<file path="src/hdl/min_conflict_queens_step_defines.svh">
// Assertion macros for the min-conflicts queens step block.
`ifndef MIN_CONFLICT_QUEENS_STEP_DEFINES_SVH
`define MIN_CONFLICT_QUEENS_STEP_DEFINES_SVH
`ifndef ASSERT_OFF
// General property, checked on every rising edge outside reset.
`define MCQ_ASSERT(lbl, prop, msg) \
	lbl: assert property (@(posedge clk) disable iff (!arst_n) prop) else $error(msg);
// Overlapping implication, checked on every rising edge outside reset.
`define MCQ_ASSERT_IMP(lbl, ante, cons, msg) \
	lbl: assert property (@(posedge clk) disable iff (!arst_n) (ante) |-> (cons)) else $error(msg);
`else
`define MCQ_ASSERT(lbl, prop, msg)
`define MCQ_ASSERT_IMP(lbl, ante, cons, msg)
`endif
`endif

</file>
<file path="src/hdl/mcq_pkg.sv">
// Shared types, constants and count helpers for the min-conflicts queens step block.
package mcq_pkg;

	localparam int BOARD_SIZE_DEF = 32;
	localparam int FIELD_W = 5;
	localparam int CNT_W = 6;
	localparam int SCORE_W = CNT_W + 3;
	localparam logic [CNT_W-1:0] CNT_MAX = '1;
	localparam logic [CNT_W-1:0] CNT_ONE = CNT_W'(1);

	typedef enum logic [1:0] {
		FUNC_LOAD   = 2'd0,
		FUNC_ADJUST = 2'd1,
		FUNC_READ   = 2'd2,
		FUNC_NOP    = 2'd3
	} func_t;

	typedef struct packed {
		func_t              func;
		logic [FIELD_W-1:0] row_index;
		logic [FIELD_W-1:0] column_in;
	} cmd_t;

	typedef struct packed {
		logic [FIELD_W-1:0] column_out;
		logic               moved;
		logic               solved;
	} rsp_t;

	// Column, main diagonal and anti-diagonal counts of one square.
	typedef struct packed {
		logic [CNT_W-1:0] col;
		logic [CNT_W-1:0] main;
		logic [CNT_W-1:0] anti;
	} cnt_trio_t;

	function automatic logic [CNT_W-1:0] cnt_inc(input logic [CNT_W-1:0] v);
		return (v == CNT_MAX) ? v : v + CNT_W'(1);
	endfunction

	function automatic logic [CNT_W-1:0] cnt_dec(input logic [CNT_W-1:0] v);
		return (v == '0) ? v : v - CNT_W'(1);
	endfunction

	function automatic cnt_trio_t trio_inc(input cnt_trio_t t);
		cnt_trio_t r;
		r.col  = cnt_inc(t.col);
		r.main = cnt_inc(t.main);
		r.anti = cnt_inc(t.anti);
		return r;
	endfunction

	function automatic cnt_trio_t trio_dec(input cnt_trio_t t);
		cnt_trio_t r;
		r.col  = cnt_dec(t.col);
		r.main = cnt_dec(t.main);
		r.anti = cnt_dec(t.anti);
		return r;
	endfunction

	function automatic logic trio_all_one(input cnt_trio_t t);
		return (t.col == CNT_ONE) && (t.main == CNT_ONE) && (t.anti == CNT_ONE);
	endfunction

endpackage

</file>
<file path="src/hdl/mcq_count_bank.sv">
// Column, main diagonal and anti-diagonal count memories with a shared square address.
module mcq_count_bank #(
	parameter int BOARD_SIZE = mcq_pkg::BOARD_SIZE_DEF,
	localparam int CW = $clog2(BOARD_SIZE),
	localparam int DIAG = 2 * BOARD_SIZE - 1,
	localparam int DW = $clog2(DIAG)
) (
	input  logic               clk,
	input  logic [CW-1:0]      rd_row,
	input  logic [CW-1:0]      rd_col,
	output mcq_pkg::cnt_trio_t rd_cnt,
	input  logic               wr_en,
	input  logic [CW-1:0]      wr_row,
	input  logic [CW-1:0]      wr_col,
	input  mcq_pkg::cnt_trio_t wr_cnt,
	input  logic               clr_en,
	input  logic [DW-1:0]      clr_idx
);
	import mcq_pkg::*;

	localparam logic [DW-1:0] MAIN_OFS = DW'(BOARD_SIZE - 1);
	localparam logic [DW-1:0] COL_DEPTH = DW'(BOARD_SIZE);

	logic [CNT_W-1:0] col_mem  [BOARD_SIZE];
	logic [CNT_W-1:0] main_mem [DIAG];
	logic [CNT_W-1:0] anti_mem [DIAG];

	logic [CNT_W-1:0] col_rd_q, main_rd_q, anti_rd_q;
	logic             col_we, dg_we;
	logic [CW-1:0]    col_wa;
	logic [DW-1:0]    main_wa, anti_wa, main_ra, anti_ra;
	logic [CNT_W-1:0] col_wd, main_wd, anti_wd;

	function automatic logic [DW-1:0] main_idx(input logic [CW-1:0] r, input logic [CW-1:0] c);
		return DW'(r) + MAIN_OFS - DW'(c);
	endfunction

	function automatic logic [DW-1:0] anti_idx(input logic [CW-1:0] r, input logic [CW-1:0] c);
		return DW'(r) + DW'(c);
	endfunction

	assign main_ra = main_idx(rd_row, rd_col);
	assign anti_ra = anti_idx(rd_row, rd_col);

	always_comb begin
		col_we  = 1'b0;
		dg_we   = 1'b0;
		col_wa  = wr_col;
		col_wd  = wr_cnt.col;
		main_wa = main_idx(wr_row, wr_col);
		anti_wa = anti_idx(wr_row, wr_col);
		main_wd = wr_cnt.main;
		anti_wd = wr_cnt.anti;
		if (clr_en) begin
			col_we  = (clr_idx < COL_DEPTH);
			dg_we   = 1'b1;
			col_wa  = CW'(clr_idx);
			col_wd  = '0;
			main_wa = clr_idx;
			anti_wa = clr_idx;
			main_wd = '0;
			anti_wd = '0;
		end else if (wr_en) begin
			col_we = 1'b1;
			dg_we  = 1'b1;
		end
	end

	always_ff @(posedge clk) begin
		if (col_we) begin
			col_mem[col_wa] <= col_wd;
		end
		col_rd_q <= col_mem[rd_col];
	end

	always_ff @(posedge clk) begin
		if (dg_we) begin
			main_mem[main_wa] <= main_wd;
		end
		main_rd_q <= main_mem[main_ra];
	end

	always_ff @(posedge clk) begin
		if (dg_we) begin
			anti_mem[anti_wa] <= anti_wd;
		end
		anti_rd_q <= anti_mem[anti_ra];
	end

	assign rd_cnt = '{col: col_rd_q, main: main_rd_q, anti: anti_rd_q};

endmodule

</file>
<file path="src/hdl/min_conflict_queens_step.sv">
// Top level of the min-conflicts N queens step engine.
//
// Channel   Direction  Handshake                       Payload
// command   in         start high while busy is low    cmd    (func, row_index, column_in)
// result    out        done high for one cycle         result (column_out, moved, solved)
//
// Each count memory and the queen memory has a single read port: the scan and
// the check visit one column or row per cycle. After reset a clearing pass
// zeroes the counts, with busy high. The result receiver cannot stall; a new
// item may be accepted in the same cycle that the previous result is shown.
`include "min_conflict_queens_step_defines.svh"
module min_conflict_queens_step #(
	parameter int BOARD_SIZE = mcq_pkg::BOARD_SIZE_DEF
) (
	input  logic          clk,
	input  logic          arst_n,
	input  logic          start,
	input  mcq_pkg::cmd_t cmd,
	output logic          busy,
	output logic          done,
	output mcq_pkg::rsp_t result
);
	import mcq_pkg::*;

	localparam int CW = $clog2(BOARD_SIZE);
	localparam int DIAG = 2 * BOARD_SIZE - 1;
	localparam int DW = $clog2(DIAG);
	localparam logic [CW-1:0] LAST_IDX = CW'(BOARD_SIZE - 1);
	localparam logic [DW-1:0] LAST_CLR = DW'(DIAG - 1);

	// One-hot sequencer states.
	typedef enum logic [12:0] {
		S_CLEAR     = 13'h0001,
		S_IDLE      = 13'h0002,
		S_LD_RD     = 13'h0004,
		S_LD_WR     = 13'h0008,
		S_Q_RD      = 13'h0010,
		S_Q_USE     = 13'h0020,
		S_AD_SCAN   = 13'h0040,
		S_AD_LAST   = 13'h0080,
		S_LIFT_RD   = 13'h0100,
		S_LIFT_WR   = 13'h0200,
		S_PLACE_WR  = 13'h0400,
		S_CHK       = 13'h0800,
		S_CHK_FLUSH = 13'h1000
	} state_t;

	state_t state_q;

	logic [DW-1:0] clr_q;
	func_t         func_q;
	logic [CW-1:0] row_q, cin_q, cur_q, best_q, col_q;
	logic [CW-1:0] scan_q, col_s1;
	logic [CW-1:0] chk_row_q, chk_row_s1;
	logic          cmp_v_s1, chk_v_s1, chk_v_s2;
	logic          moved_q, cur_one_q, all_ok_q;
	logic          done_q;
	rsp_t          result_q;

	logic signed [SCORE_W-1:0] best_score_q;

	// Queen column memory: one entry per row, undefined until loaded.
	logic [CW-1:0] queen_mem [BOARD_SIZE];
	logic [CW-1:0] q_rdata_q;
	logic          q_we;
	logic [CW-1:0] q_wa, q_ra, q_wd;

	// Count bank access.
	cnt_trio_t     cnt_rd, cnt_wd, cnt_inc_v, cnt_dec_v;
	logic [CW-1:0] cnt_rd_row, cnt_rd_col, cnt_wr_col;
	logic          cnt_we;

	// Shared scoring unit: one three-input add and one signed compare.
	logic signed [SCORE_W-1:0] score_sum, cur_score;
	logic                      cand_better;
	logic [CW-1:0]             win_col;

	logic row_ok, col_ok;

	function automatic rsp_t make_rsp(input logic [CW-1:0] c, input logic m, input logic s);
		rsp_t r;
		r.column_out = FIELD_W'(c);
		r.moved      = m;
		r.solved     = s;
		return r;
	endfunction

	assign row_ok = 32'(cmd.row_index) < 32'(BOARD_SIZE);
	assign col_ok = 32'(cmd.column_in) < 32'(BOARD_SIZE);

	assign cnt_inc_v = trio_inc(cnt_rd);
	assign cnt_dec_v = trio_dec(cnt_rd);

	assign score_sum = $signed(SCORE_W'(cnt_rd.col)) + $signed(SCORE_W'(cnt_rd.main))
		+ $signed(SCORE_W'(cnt_rd.anti));
	// The current square counts its own queen on both diagonals, so those two
	// contributions are taken off.
	assign cur_score = score_sum - $signed(SCORE_W'(2));
	assign cand_better = cmp_v_s1 && (col_s1 != cur_q) && (score_sum < best_score_q);
	assign win_col = cand_better ? col_s1 : best_q;

	// Memory addressing follows the sequencer state.
	always_comb begin
		q_ra       = row_q;
		q_we       = 1'b0;
		q_wa       = row_q;
		q_wd       = cin_q;
		cnt_rd_row = row_q;
		cnt_rd_col = cin_q;
		cnt_we     = 1'b0;
		cnt_wr_col = cin_q;
		cnt_wd     = cnt_inc_v;
		case (state_q)
			S_LD_RD: begin
				q_we = 1'b1;
			end
			S_LD_WR: begin
				cnt_we = 1'b1;
			end
			S_Q_USE: begin
				cnt_rd_col = q_rdata_q;
			end
			S_AD_SCAN: begin
				cnt_rd_col = scan_q;
			end
			S_LIFT_RD: begin
				cnt_rd_col = cur_q;
			end
			S_LIFT_WR: begin
				cnt_we     = 1'b1;
				cnt_wr_col = cur_q;
				cnt_wd     = cnt_dec_v;
				cnt_rd_col = best_q;
			end
			S_PLACE_WR: begin
				cnt_we     = 1'b1;
				cnt_wr_col = best_q;
				q_we       = 1'b1;
				q_wd       = best_q;
			end
			S_CHK: begin
				q_ra       = chk_row_q;
				cnt_rd_row = chk_row_s1;
				cnt_rd_col = q_rdata_q;
			end
			S_CHK_FLUSH: begin
				cnt_rd_row = chk_row_s1;
				cnt_rd_col = q_rdata_q;
			end
			default: begin
			end
		endcase
	end

	always_ff @(posedge clk) begin
		if (q_we) begin
			queen_mem[q_wa] <= q_wd;
		end
		q_rdata_q <= queen_mem[q_ra];
	end

	mcq_count_bank #(
		.BOARD_SIZE(BOARD_SIZE)
	) u_counts (
		.clk    (clk),
		.rd_row (cnt_rd_row),
		.rd_col (cnt_rd_col),
		.rd_cnt (cnt_rd),
		.wr_en  (cnt_we),
		.wr_row (row_q),
		.wr_col (cnt_wr_col),
		.wr_cnt (cnt_wd),
		.clr_en (state_q == S_CLEAR),
		.clr_idx(clr_q)
	);

	// Sequencer. Scan and check each run a short pipeline: the address is issued
	// in one cycle, the memory data is compared in the next (the check needs one
	// extra stage because the queen column addresses the counts).
	always_ff @(posedge clk or negedge arst_n) begin
		if (!arst_n) begin
			state_q      <= S_CLEAR;
			clr_q        <= '0;
			func_q       <= FUNC_NOP;
			row_q        <= '0;
			cin_q        <= '0;
			cur_q        <= '0;
			best_q       <= '0;
			col_q        <= '0;
			scan_q       <= '0;
			col_s1       <= '0;
			chk_row_q    <= '0;
			chk_row_s1   <= '0;
			cmp_v_s1     <= 1'b0;
			chk_v_s1     <= 1'b0;
			chk_v_s2     <= 1'b0;
			moved_q      <= 1'b0;
			cur_one_q    <= 1'b0;
			all_ok_q     <= 1'b0;
			best_score_q <= '0;
			done_q       <= 1'b0;
			result_q     <= '0;
		end else begin
			done_q     <= 1'b0;
			cmp_v_s1   <= (state_q == S_AD_SCAN);
			col_s1     <= scan_q;
			chk_v_s1   <= (state_q == S_CHK);
			chk_row_s1 <= chk_row_q;
			chk_v_s2   <= chk_v_s1;
			if (chk_v_s2) begin
				all_ok_q <= all_ok_q & trio_all_one(cnt_rd);
			end
			case (state_q)
				S_CLEAR: begin
					clr_q <= clr_q + DW'(1);
					if (clr_q == LAST_CLR) begin
						state_q <= S_IDLE;
					end
				end
				S_IDLE: begin
					if (start) begin
						func_q <= cmd.func;
						row_q  <= CW'(cmd.row_index);
						cin_q  <= CW'(cmd.column_in);
						if (cmd.func == FUNC_NOP || !row_ok) begin
							// Nothing to do: an all-zero result goes out at once.
							done_q   <= 1'b1;
							result_q <= '0;
						end else if (cmd.func == FUNC_LOAD && col_ok) begin
							state_q <= S_LD_RD;
						end else begin
							state_q <= S_Q_RD;
						end
					end
				end
				S_LD_RD: begin
					state_q <= S_LD_WR;
				end
				S_LD_WR: begin
					done_q   <= 1'b1;
					result_q <= make_rsp(cin_q, 1'b0, 1'b0);
					state_q  <= S_IDLE;
				end
				S_Q_RD: begin
					state_q <= S_Q_USE;
				end
				S_Q_USE: begin
					cur_q   <= q_rdata_q;
					col_q   <= q_rdata_q;
					moved_q <= 1'b0;
					case (func_q)
						FUNC_ADJUST: begin
							scan_q  <= '0;
							state_q <= S_AD_SCAN;
						end
						FUNC_READ: begin
							all_ok_q  <= 1'b1;
							chk_row_q <= '0;
							state_q   <= S_CHK;
						end
						default: begin
							// Load with a column off the board: report the stored column.
							done_q   <= 1'b1;
							result_q <= make_rsp(q_rdata_q, 1'b0, 1'b0);
							state_q  <= S_IDLE;
						end
					endcase
				end
				S_AD_SCAN: begin
					if (!cmp_v_s1) begin
						// First cycle: the data are those of the current square.
						best_score_q <= cur_score;
						best_q       <= cur_q;
					end else if (cand_better) begin
						best_score_q <= score_sum;
						best_q       <= col_s1;
					end
					scan_q <= scan_q + CW'(1);
					if (scan_q == LAST_IDX) begin
						state_q <= S_AD_LAST;
					end
				end
				S_AD_LAST: begin
					best_q <= win_col;
					if (win_col != cur_q) begin
						state_q <= S_LIFT_RD;
					end else begin
						done_q   <= 1'b1;
						result_q <= make_rsp(cur_q, 1'b0, 1'b0);
						state_q  <= S_IDLE;
					end
				end
				S_LIFT_RD: begin
					state_q <= S_LIFT_WR;
				end
				S_LIFT_WR: begin
					cur_one_q <= (cnt_dec_v.col == CNT_ONE);
					state_q   <= S_PLACE_WR;
				end
				S_PLACE_WR: begin
					col_q   <= best_q;
					moved_q <= 1'b1;
					if (cur_one_q && trio_all_one(cnt_inc_v)) begin
						all_ok_q  <= 1'b1;
						chk_row_q <= '0;
						state_q   <= S_CHK;
					end else begin
						done_q   <= 1'b1;
						result_q <= make_rsp(best_q, 1'b1, 1'b0);
						state_q  <= S_IDLE;
					end
				end
				S_CHK: begin
					chk_row_q <= chk_row_q + CW'(1);
					if (chk_row_q == LAST_IDX) begin
						state_q <= S_CHK_FLUSH;
					end
				end
				S_CHK_FLUSH: begin
					if (!chk_v_s1) begin
						// The last row is being compared in this cycle.
						done_q   <= 1'b1;
						result_q <= make_rsp(col_q, moved_q, all_ok_q & trio_all_one(cnt_rd));
						state_q  <= S_IDLE;
					end
				end
				default: begin
					state_q <= S_IDLE;
				end
			endcase
		end
	end

	assign busy   = (state_q != S_IDLE);
	assign done   = done_q;
	assign result = result_q;

	// A result only ever follows an accepted item or the end of a busy phase.
	`MCQ_ASSERT_IMP(a_done_has_source, done_q, $past(start) || $past(busy), "result without an item")
	// The solved flag can only come out of a completed full board check.
	`MCQ_ASSERT_IMP(a_solved_after_check, done_q && result_q.solved, $past(state_q == S_CHK_FLUSH), "solved without check")
	// A moved queen is reported only after its counts were updated.
	`MCQ_ASSERT_IMP(a_moved_after_place, done_q && result_q.moved, $past(state_q == S_PLACE_WR) || $past(state_q == S_CHK_FLUSH), "moved without update")
	// During the scan the best score never rises.
	`MCQ_ASSERT(a_score_never_rises, state_q == S_AD_SCAN && cmp_v_s1 |=> best_score_q <= $past(best_score_q), "best score rose")

endmodule
</file>
<file path="config.mk">
export PLATFORM = sky130hd
export DESIGN_NAME = min_conflict_queens_step
export DESIGN_NICKNAME = d
export VERILOG_FILES = /design/src/hdl/mcq_pkg.sv /design/src/hdl/mcq_count_bank.sv /design/src/hdl/min_conflict_queens_step.sv
export VERILOG_INCLUDE_DIRS = /design/src /design/src/hdl
export SDC_FILE = /design/constraint.sdc
export NUM_CORES = 1
export LEC_CHECK = 0
export CAP_MARGIN = 20
export CELL_PAD_IN_SITES_DETAIL_PLACEMENT = 1
export CELL_PAD_IN_SITES_GLOBAL_PLACEMENT = 1
export CORE_UTILIZATION = 45
export DETAILED_ROUTE_END_ITERATION = 10
export DONT_BUFFER_PORTS = 1
export GPL_TIMING_DRIVEN = 0
export PLACE_DENSITY_LB_ADDON = 0.1
export SLEW_MARGIN = 20
export SYNTH_ARGS = -nofsm -noshare
export SYNTH_HDL_FRONTEND = slang
export SYNTH_SLANG_ARGS = --single-unit
export TNS_END_PERCENT = 50
</file>
<file path="constraint.sdc">
create_clock -name clk -period 14.6 [get_ports clk]
set_clock_uncertainty 0.15 [all_clocks]
set_input_delay 1.46 -clock clk [delete_from_list [all_inputs] [get_ports clk]]
set_output_delay 1.46 -clock clk [all_outputs]
set_load 0.01 [all_outputs]
</file>
==> reports/summary.txt <==
status: finished, final reports clean
Mean Syn Cell Area: 17.18 um2
Startpoint Class: register
Final TNS setup: 0 ns
critical path fanouts, max: 10
PnR worst setup slack: 7.084 ns
initial antenna violation count: 5
Max Clk Rate: 133.0 MHz
critical path depth: 20
Final Max Slew Viols: 0
most common cell after layout, fill and taps aside: edfxtp_1
Synth async-reset ratio: 7.295%
worst r2r src: state_q[1]
routed vias/inst: 5.792
Crit. End Element: register
cts bufs inserted: 131
Post-Route Utilization: 51.62%
total grt overflow: 0
Clock Latency Late Sink: 0.75 ns
Buf/Inv on CP: 9
vias in the first global route: 29,350
r2r setup slk: 7.08 ns
Slew HR: 25.08%
Area Growth Syn to Fin: 13.58%
I/O Pins: 24
global-route wire length before repair: 195,800 um
Filler cells: 10,260
hpwl dp: 91,700 um
CTS Sinks: 1,220
CP Data Arrival Time: 7.97 ns
initial core utilization: 45.45%
R2R depth: 20
Yosys reg bits: 1,220
full die area: 0.1150 mm2
hold_buf cts: 0
gr usage total: 23.11%
Max clock buf depth: 3
Post-CTS Repair Setup Buffers: 0
worst path required time: 15.05 ns
CTS Root Cell: clkbuf_16
most frequent cells in the layout: 1,108 x edfxtp_1, 256 x mux4_2, 252 x nor2_1
RePlAce Congestion: 0.8734
Hold Violations, Final: 0
share of the synthesized area in the top cell type: 65.07%
First-pass DRT Iterations: 5
post-synthesis cell count: 2,976
Worst Path Class, Setup: reg -> reg
CP most frequent cell: clkbuf_1
via count: 27,510
First DRT Iteration DRCs: 2,316
M3 GR Usage: 3.101%
share of the yosys chip area belonging to registers: 70.34%
Tmin final: 7.516 ns
Placeable Area: 0.1125 mm2
post-CTS sizing: 0
GR Util met1: 32.26%
grt peak-use layer: met2
final setup fails: 0
RSZ-0062 raised after global routing: false
Setup crit start: state_q[1]
NumNets Final: 3,230
R2R Path End: u_counts.main_rd_q[3]
setup slack after placement: 7.116 ns
Unique masters post-synth: 79
critical path cell sequence: or4_4 -> nor4_4 -> nand2_1 -> inv_1 -> or4_1 -> buf_6 -> o211a_1 -> buf_6 -> buf_8 -> buf_8 -> ha_1 -> inv_1 -> fa_1 -> clkbuf_1 -> clkbuf_1 -> clkbuf_1 -> mux4_2 -> mux4_2 -> mux2i_1 -> a21oi_1
drc violations: 0
Yosys top cell by area: edfxtp_1
kind of cell with the highest combined delay on the critical path: buffers and inverters
Clk pin slew, worst setup/hold paths: 0.06 ns
Die H: 339.1 um
average routed wire per standard cell: 27.66 um
cell area after synthesis: 0.05113 mm2
Storage cell area: 0.03596 mm2
FP Rows: 123
Worst Setup EP: u_counts.main_rd_q[3]
TritonCTS clock tree: done
MaxCap Viol Count: 0
ANT nets after route: 0
pin count of the biggest net entering global routing: 90
Critical-path top delay cell: fa_1
Port Buffers: 0
met2 Use GR: 37.96%
synthesis warning total: 0
area of the multi-input gates: 0.01445 mm2
top_reg_cell synth: edfxtp_1
total routed wirelength: 131,300 um
share of layout cells above drive strength 1: 18.47%
Post-synth EDFFs: 1,108
worst slew pin tran: 1.112 ns
Hold Crit Class: in -> async
number of H-tree levels: 4
post-synth net total: 3,057
Die X: 339.1 um
crit share post-route: 51.48%
largest cells by area after synthesis: edfxtp_1 65%, mux4_2 11%, dfrtp_1 4.2%, mux2i_1 3.8%, nor2_1 1.9%
Slowest Stage Delay on Critical Path: 0.64 ns
==> worst register-to-register path, stage by stage (launching register included) <==
cell and delay [ns]:
dfrtp_1 0.43, or4_4 0.60, nor4_4 0.37, nand2_1 0.31, inv_1 0.25, or4_1 0.17, buf_6 0.13, o211a_1 0.20
buf_6 0.20, buf_8 0.19, buf_8 0.17, ha_1 0.18, inv_1 0.06, fa_1 0.64, clkbuf_1 0.53, clkbuf_1 0.62
clkbuf_1 0.59, mux4_2 0.46, mux4_2 0.51, mux2i_1 0.46, a21oi_1 0.15
==> cell families (layout without fill, tap and decap cells) <==
group	count (synthesis)	in the layout	share of synthesized area [%]
buf+inv	206	478	1.808
simple gates	674	674	6.069
xor+xnor	50	50	0.8565
other cells	0	1	0
mux	466	466	15.42
flops	1220	1220	70.34
compound gates	294	294	3.729
fa+ha+maj	66	66	1.777
==> registers in the layout (all words and copies together), names as in the netlist, 6 cells and up <==
name	cells
best_score_q	9
clr_q	6
queen_mem	160
result	7
state_q	13
u_counts.anti_mem	378
u_counts.anti_rd_q	6
u_counts.col_mem	192
u_counts.col_rd_q	6
u_counts.main_mem	378
u_counts.main_rd_q	6
==> worst min-delay path by stage <==
stage,from,to,cells after the start
6_report,arst_n,best_q[1],0
3_5_place_dp,chk_v_s1,chk_v_s2,0
5_1_grt,arst_n,best_q[1],0
2_1_floorplan,chk_v_s1,chk_v_s2,0
3_3_place_gp,chk_v_s1,chk_v_s2,0
4_1_cts,arst_n,best_score_q[4],0
==> synth_stat cells, drive strengths merged, types with 30 or more instances <==
| library cell | number |
|---|---|
| inv | 65 |
| a21oi | 68 |
| xnor2 | 30 |
| nand3 | 43 |
| clkbuf | 91 |
| buf | 50 |
| o21ai | 58 |
| mux4 | 256 |
| mux2i | 196 |
| ha | 55 |
| nor2 | 263 |
| edfxtp | 1108 |
| nand2 | 210 |
| o22ai | 33 |
| dfrtp | 86 |
| a211oi | 49 |
==> per-layer routing <==
layer / part of all wire [%] / up-vias / routed length (um)
met5: 0.023 / - / 30
met1: 44 / 14560 / 58130
met4: 2.3 / 6 / 2957
met2: 49 / 683 / 64750
met3: 4.2 / 181 / 5474
li1: - / 12070 / -
==> per-stage QoR <==
stage | cell area, um2 | instances | hold slack, ns
after floorplan | 51130 | 2976 | 0.2243
after global placement | 53010 | 4476 | 0.2522
after detailed placement | 53800 | 4516 | 0.2720
after CTS | 58050 | 4748 | 0.2035
after global routing | 58070 | 4748 | 0.2341
final | 58070 | 4749 | 0.2717
==> final cells by class <==
| cell class | instances | area share [%] |
|---|---|---|
| flip-flops and latches | 1220 | 61.93 |
| multi-input cells | 1550 | 24.87 |
| repair buffers | 40 | 1.006 |
| well taps | 1500 | 3.232 |
| diodes | 1 | 0.004309 |
| inverters | 65 | 0.4244 |
| clock inverters | 62 | 1.163 |
| clock buffers | 170 | 6.168 |
| plain buffers | 141 | 1.202 |
Power is not shown: default switching activity piles up to over one toggle a cycle in this logic, so the estimate is an artifact.
